<file path="config.mk">
export PLATFORM = sky130hd
export DESIGN_NAME = scc_ctrl
export DESIGN_NICKNAME = d
export VERILOG_FILES = /design/src/hdl/scc_pkg.sv /design/src/hdl/scc_ctrl.sv
export SDC_FILE = /design/constraint.sdc
export NUM_CORES = 1
export LEC_CHECK = 0
export ABC_CLOCK_PERIOD_IN_PS = 3290
export BUFFER_PORTS_ARGS = -buffer_cell sky130_fd_sc_hd__buf_2
export CAP_MARGIN = 20
export CELL_PAD_IN_SITES_DETAIL_PLACEMENT = 0
export CELL_PAD_IN_SITES_GLOBAL_PLACEMENT = 1
export CORE_MARGIN = 5
export CORE_UTILIZATION = 37
export CTS_CLUSTER_SIZE = 8
export DETAILED_ROUTE_END_ITERATION = 10
export PLACE_DENSITY = 0.66
export SLEW_MARGIN = 25
export SYNTH_ARGS = -nofsm -noshare
export SYNTH_HDL_FRONTEND = slang
export SYNTH_SLANG_ARGS = --single-unit
</file>
<file path="constraint.sdc">
create_clock -name clk_i -period 3.29 [get_ports clk_i]
set_input_delay 0.329 -clock clk_i [delete_from_list [all_inputs] [get_ports clk_i]]
set_output_delay 0.329 -clock clk_i [all_outputs]
set_load 0.01 [all_outputs]
</file>
<file path="src/hdl/scc_pkg.sv">
// Shared types and constants of the strongly connected components unit.
package scc_pkg;

  // Fixed field widths of the ports
  localparam int unsigned VTX_W  = 11;
  localparam int unsigned RANK_W = 3;

  // Vertex count after reset
  localparam logic [VTX_W-1:0] NV_RESET = 11'd1024;

  // Micro-operations issued by the controller
  typedef enum logic [4:0] {
    OP_IDLE, OP_CLR, OP_CNT_RD, OP_CNT_EW, OP_CNT_WR, OP_PFX_RD, OP_PFX_WR,
    OP_LST_RD, OP_LST_EW, OP_LST_WR, OP_P1_ROOT, OP_P1_RV, OP_LD_A, OP_LD_B,
    OP_LD_C, OP_STEP, OP_POP, OP_EXP, OP_EXP_V, OP_VCLR, OP_P2_ROOT,
    OP_P2_RF, OP_P2_RV, OP_OUT
  } op_e;

  typedef struct packed {
    op_e  op;
    logic pass2;   // second walk: forward edges
  } cmd_t;

  typedef struct packed {
    logic fin;       // finish word accepted
    logic v_last;    // sweep counter at n+1
    logic v_eq_n;    // sweep counter at n
    logic k_end;     // edge index reached stored count
    logic k_zero;    // edge index at zero
    logic edge_ok;   // edge read back lies inside 1..n
    logic i_zero;    // root scan finished
    logic vis;       // visited bit read back
    logic has_next;  // top of stack has an unscanned edge
    logic sp_one;    // only the root is on the stack
    logic w_new;     // neighbor gets pushed
    logic root_ok;   // finish entry is a valid vertex
    logic out_free;  // output register can take a word
    logic r_last;    // rank of the last report word
  } sts_t;

endpackage

</file>
<file path="src/hdl/scc_ctrl.sv">
// Controller: sequences table build, the two walks and the report.
module scc_ctrl (
  input  logic          clk_i,
  input  logic          rst_ni,
  input  scc_pkg::sts_t sts_i,
  output scc_pkg::cmd_t cmd_o
);

  typedef enum logic [23:0] {
    S_IDLE    = 24'h000001, S_CLR     = 24'h000002, S_CNT_RD  = 24'h000004,
    S_CNT_EW  = 24'h000008, S_CNT_WR  = 24'h000010, S_PFX_RD  = 24'h000020,
    S_PFX_WR  = 24'h000040, S_LST_RD  = 24'h000080, S_LST_EW  = 24'h000100,
    S_LST_WR  = 24'h000200, S_P1_ROOT = 24'h000400, S_P1_RV   = 24'h000800,
    S_LD_A    = 24'h001000, S_LD_B    = 24'h002000, S_LD_C    = 24'h004000,
    S_STEP    = 24'h008000, S_POP     = 24'h010000, S_EXP     = 24'h020000,
    S_EXP_V   = 24'h040000, S_VCLR    = 24'h080000, S_P2_ROOT = 24'h100000,
    S_P2_RF   = 24'h200000, S_P2_RV   = 24'h400000, S_OUT     = 24'h800000
  } state_e;

  state_e state_q, state_d;
  logic   pass2_q, pass2_d;

  // Next state
  always_comb begin
    state_d = state_q;
    pass2_d = pass2_q;
    case (state_q)
      S_IDLE: begin
        pass2_d = 1'b0;
        if (sts_i.fin) state_d = S_CLR;
      end
      S_CLR:     if (sts_i.v_last) state_d = S_CNT_RD;
      S_CNT_RD:  state_d = sts_i.k_end ? S_PFX_RD : S_CNT_EW;
      S_CNT_EW:  state_d = sts_i.edge_ok ? S_CNT_WR : S_CNT_RD;
      S_CNT_WR:  state_d = S_CNT_RD;
      S_PFX_RD:  state_d = S_PFX_WR;
      S_PFX_WR:  state_d = sts_i.v_last ? S_LST_RD : S_PFX_RD;
      S_LST_RD:  state_d = sts_i.k_zero ? S_P1_ROOT : S_LST_EW;
      S_LST_EW:  state_d = sts_i.edge_ok ? S_LST_WR : S_LST_RD;
      S_LST_WR:  state_d = S_LST_RD;
      S_P1_ROOT: state_d = sts_i.i_zero ? S_VCLR : S_P1_RV;
      S_P1_RV:   state_d = sts_i.vis ? S_P1_ROOT : S_LD_A;
      S_LD_A:    state_d = S_LD_B;
      S_LD_B:    state_d = S_LD_C;
      S_LD_C:    state_d = S_STEP;
      S_STEP: begin
        if (sts_i.has_next)    state_d = S_EXP;
        else if (sts_i.sp_one) state_d = pass2_q ? S_P2_ROOT : S_P1_ROOT;
        else                   state_d = S_POP;
      end
      S_POP:     state_d = S_STEP;
      S_EXP:     state_d = S_EXP_V;
      S_EXP_V:   state_d = sts_i.w_new ? S_LD_A : S_STEP;
      S_VCLR: begin
        pass2_d = 1'b1;
        if (sts_i.v_eq_n) state_d = S_P2_ROOT;
      end
      S_P2_ROOT: state_d = sts_i.i_zero ? S_OUT : S_P2_RF;
      S_P2_RF:   state_d = sts_i.root_ok ? S_P2_RV : S_P2_ROOT;
      S_P2_RV:   state_d = sts_i.vis ? S_P2_ROOT : S_LD_A;
      S_OUT:     if (sts_i.out_free && sts_i.r_last) state_d = S_IDLE;
      default:   state_d = S_IDLE;
    endcase
  end

  always_ff @(posedge clk_i or negedge rst_ni) begin
    if (!rst_ni) begin
      state_q <= S_IDLE;
      pass2_q <= 1'b0;
    end else begin
      state_q <= state_d;
      pass2_q <= pass2_d;
    end
  end

  // Command decode
  always_comb begin
    cmd_o.pass2 = pass2_q;
    case (state_q)
      S_IDLE:    cmd_o.op = scc_pkg::OP_IDLE;
      S_CLR:     cmd_o.op = scc_pkg::OP_CLR;
      S_CNT_RD:  cmd_o.op = scc_pkg::OP_CNT_RD;
      S_CNT_EW:  cmd_o.op = scc_pkg::OP_CNT_EW;
      S_CNT_WR:  cmd_o.op = scc_pkg::OP_CNT_WR;
      S_PFX_RD:  cmd_o.op = scc_pkg::OP_PFX_RD;
      S_PFX_WR:  cmd_o.op = scc_pkg::OP_PFX_WR;
      S_LST_RD:  cmd_o.op = scc_pkg::OP_LST_RD;
      S_LST_EW:  cmd_o.op = scc_pkg::OP_LST_EW;
      S_LST_WR:  cmd_o.op = scc_pkg::OP_LST_WR;
      S_P1_ROOT: cmd_o.op = scc_pkg::OP_P1_ROOT;
      S_P1_RV:   cmd_o.op = scc_pkg::OP_P1_RV;
      S_LD_A:    cmd_o.op = scc_pkg::OP_LD_A;
      S_LD_B:    cmd_o.op = scc_pkg::OP_LD_B;
      S_LD_C:    cmd_o.op = scc_pkg::OP_LD_C;
      S_STEP:    cmd_o.op = scc_pkg::OP_STEP;
      S_POP:     cmd_o.op = scc_pkg::OP_POP;
      S_EXP:     cmd_o.op = scc_pkg::OP_EXP;
      S_EXP_V:   cmd_o.op = scc_pkg::OP_EXP_V;
      S_VCLR:    cmd_o.op = scc_pkg::OP_VCLR;
      S_P2_ROOT: cmd_o.op = scc_pkg::OP_P2_ROOT;
      S_P2_RF:   cmd_o.op = scc_pkg::OP_P2_RF;
      S_P2_RV:   cmd_o.op = scc_pkg::OP_P2_RV;
      S_OUT:     cmd_o.op = scc_pkg::OP_OUT;
      default:   cmd_o.op = scc_pkg::OP_IDLE;
    endcase
  end

  a_idle_pass: assert property (@(posedge clk_i) disable iff (!rst_ni)
    (state_q == S_IDLE) |=> !pass2_q) else $error("pass flag left set in idle");
  a_fin_leaves: assert property (@(posedge clk_i) disable iff (!rst_ni)
    (state_q == S_IDLE && sts_i.fin) |=> state_q == S_CLR) else $error("finish word lost");
  a_out_exit: assert property (@(posedge clk_i) disable iff (!rst_ni)
    (state_q == S_OUT && sts_i.out_free && sts_i.r_last) |=> state_q == S_IDLE)
    else $error("report did not end");

endmodule

</file>
==> metrics.md <==
| Metric | Value |
|---|---|
| Setup_tns | `0 ns` |
| Internal power | `0.000553 W` |
| RD Place Congestion | `0.881` |
| Post-CTS Resized | `0` |
| FFs w/ async S/R, synth | `100%` |
| Post-DP HPWL | `4030 um` |
| Synthesized instance count | `193` |
| Sw Share | `37.2%` |
| Chip width | `79.3 um` |
| Max-cap viol count | `0` |
| Mapped Avg Cell Area | `9.21 um^2` |
| Max incr delay on CP | `0.61 ns` |
| Min-delay worst type | `in2async` |
| Vias/cell | `6.00` |
| Worst-path cell chain | `nor4_4, nand4_4, or4_1, nor4_4, nor4b_1, nand4_1, buf_2` |
| Share of cells above drive strength 1 | `21.6%` |
| Critical path class | `reg2out` |
| Routed WL | `4940 um` |
| Status | `finished clean` |
| Peak VDD IR | `0.000198 V` |
| Total iterations of the first detailed-routing run | `4` |
| Bufs and invs on worst path | `1` |
| Crit-path most repeated cell | `nor4_4` |
| Reg2Reg Depth | `6` |
| Max Clock Freq | `0.317 GHz` |
| Period utilization | `95.8%` |
| Num rows | `25` |
| Clk slew on worst S/H paths | `0.09 ns` |
| Setup violations, final | `0` |
| Post-CTS setup buffer count | `0` |
| Placed Instances | `268` |
| Initial core utilization | `37.9%` |
| Synthesized flop and latch total | `25` |
| Crit path DAT | `2.82 ns` |
| Hold WS | `0.0398 ns` |
| Diode count | `0` |
| Clock buffer depth | `2` |
| Die area | `0.00629 mm^2` |
| H-tree Lvls | `1` |
| Yosys cell types | `50` |
| Commonest register cell after synthesis | `dfrtp_1` |
| PortBufs | `21` |
| Layout fillers | `500` |
| Slack of the critical path | `0.137 ns` |
| DP Worst Slack | `0.476 ns` |
| Final Skew | `0.00427 ns` |
| Setup crit start | `state_q[20]` |
| Crit-path leading delay family | `simple AND/OR/NAND/NOR gates` |
| Slew headroom | `62.1%` |
| Clk_lat worst skew | `0.27 ns` |
| Ys Warns | `0` |
| Clock sink total | `25` |
| Register area share after synthesis | `35.3%` |
| Logic pwr share | `39.0%` |
| Hold bufs inserted after CTS | `0` |
| Area Growth Syn to Fin | `11.2%` |
| All-Layer GR Usage | `16.6%` |
| Antenna violations before repair | `0` |
| Final Max Tran Viols | `0` |
| Root Driver | `clkbuf_8` |
| Pin count of the biggest net entering global routing | `26` |
| Number of remaining DRC errors | `0` |
| CTS buffer count | `3` |
| Max FO, Critical Path | `9` |
| Final net count | `235` |
| Fin util | `42.1%` |
| Reg power frac | `39.9%` |
| Clk pwr share | `21.1%` |
| Total grt overflow | `0` |
| Worst Max-Slew Pin Slew | `0.569 ns` |
| Fin. Hold Viols | `0` |
| Avg WL per Cell | `18.2 um` |
| Crit path depth | `7` |
| First-pass GRT wire length | `8190 um` |
| Worst path slowest cell | `or4_1` |
| DRT antenna net count | `0` |
| Minimum clock period | `3.15 ns` |
| Core area | `0.00469 mm^2` |
| Layout Cells excl Fill | `272` |
| Die span in y | `79.3 um` |
| Top Ports | `22` |
| Cell area after synthesis | `0.00178 mm^2` |
| CP required | `2.96 ns` |
| Starting DRT DRC Count | `115` |
| Vias | `1631` |
| Vias in the first global route | `1640` |
| RR Startpoint | `state_q[9]` |
| TritonCTS clock tree | `yes` |
| Crit path launch type | `flip-flop` |
| Crit path capture type | `output pin` |
| Net count after synthesis | `209` |
| Net Sw Power | `0.000328 W` |
| Cell area power density | `446 mW/mm^2` |
| RSZ-0062 raised after global routing | `false` |
| LEAKAGE | `0.914 nW` |
| Number of synthesized flops with an enable pin | `0` |
-- cells by family (layout without fill, tap and decap cells) --
family | count (synthesis) | after routing | synth area share [%]
AND/OR/NAND/NOR | 119 | 119 | 45.4
buffers and inverters | 12 | 37 | 4.65
flip-flops | 25 | 25 | 35.3
XOR/XNOR | 5 | 5 | 2.46
AO/OA/AOI/OAI | 32 | 32 | 12.2
-- cells in the mapped netlist, types with 2 or more instances --
| library cell | n | area, um^2 |
|---|---|---|
| nor4_4 | 6 | 128 |
| buf_4 | 2 | 15.0 |
| dfrtp_1 | 24 | 601 |
| inv_1 | 7 | 26.3 |
| a311oi_1 | 2 | 17.5 |
| nand4_1 | 5 | 31.3 |
| nor2_1 | 22 | 82.6 |
| o21ai_0 | 14 | 70.1 |
| nor4_1 | 6 | 37.5 |
| o211ai_1 | 2 | 15.0 |
| nand3_1 | 4 | 20.0 |
| nor3b_1 | 2 | 15.0 |
| nand3b_1 | 6 | 45.0 |
| and2_1 | 3 | 18.8 |
| xor2_1 | 5 | 43.8 |
| or2_2 | 2 | 12.5 |
| nor3_1 | 11 | 55.1 |
| or3_2 | 2 | 15.0 |
| nor4b_1 | 3 | 26.3 |
| nand2b_1 | 6 | 37.5 |
| nand4b_1 | 5 | 43.8 |
| and3_1 | 2 | 12.5 |
| and4b_1 | 2 | 20.0 |
| o22ai_1 | 3 | 18.8 |
| o22a_1 | 2 | 17.5 |
| nor2b_1 | 4 | 25.0 |
| nand2_1 | 17 | 63.8 |
| o32ai_1 | 2 | 17.5 |
-- through the flow --
step,area [um^2],power [W]
after global placement,1930,0.000699
final,1980,0.000881
after CTS,1980,0.000883
after floorplan,1780,0.000576
after global routing,1980,0.000936
after detailed placement,1930,0.000696
-- power groups by stage --
stage	Sequential [W]	Combinational, W	Clock, W
after floorplan	0.000351	0.000225	0
after global placement	0.000356	0.000343	0
after detailed placement	0.000357	0.000339	0
after CTS	0.000351	0.000341	0.000191
after global routing	0.000353	0.000377	0.000205
final	0.000352	0.000344	0.000186
-- flip-flops by register name, summed over array words and instances, names as in the netlist --
register and cells:
state_q 24, pass2_q 1
-- per-layer routing --
layer  vias up  wire [um]  global-route usage [%]
li1        780          -                       -
met1       797       2300                    23.2
met2        45       2350                    26.5
met3         9        209                    2.38
met4         0         84                    4.98
met5         -          0                       0
-- path summary, 6_finish.rpt --
kind | slack, ns | end
worst max-delay path | 0.14 | cmd_o[2]
min in group clk_i | 0.21 | state_q[3]
worst min register to register | 0.59 | pass2_q
max in group asynchronous | 2.87 | state_q[11]
worst max register to register | 0.82 | state_q[10]
worst min-delay path | 0.04 | state_q[3]
-- layout make-up --
class | instances | area [um^2] | area share, %
clock buffers | 4 | 45.0 | 2.28
repair buffers | 26 | 143 | 7.22
multi-input cells | 156 | 1070 | 54.0
well taps | 54 | 67.6 | 3.42
inverters | 7 | 26.3 | 1.33
flip-flops and latches | 25 | 627 | 31.7
-- cell usage in the layout (no fill, tap or decap), types with 3 or more instances in the layout --
master / synthesis / routed
o22ai_1: 3 / 3
nor2b_1: 4 / 4
dfrtp_1: 24 / 24
nand4b_1: 5 / 5
nand3_1: 4 / 4
nor4b_1: 3 / 3
nand4_1: 5 / 5
nand2_1: 17 / 17
buf_4: 2 / 5
clkbuf_8: 0 / 3
nand3b_1: 6 / 6
inv_1: 7 / 7
xor2_1: 5 / 5
o21ai_0: 14 / 14
and2_1: 3 / 3
nor3_1: 11 / 11
nor2_1: 22 / 22
nor4_1: 6 / 6
nor4_4: 6 / 6
buf_2: 1 / 21
nand2b_1: 6 / 6
No activity file was read; power rests on OpenSTA's default activity.
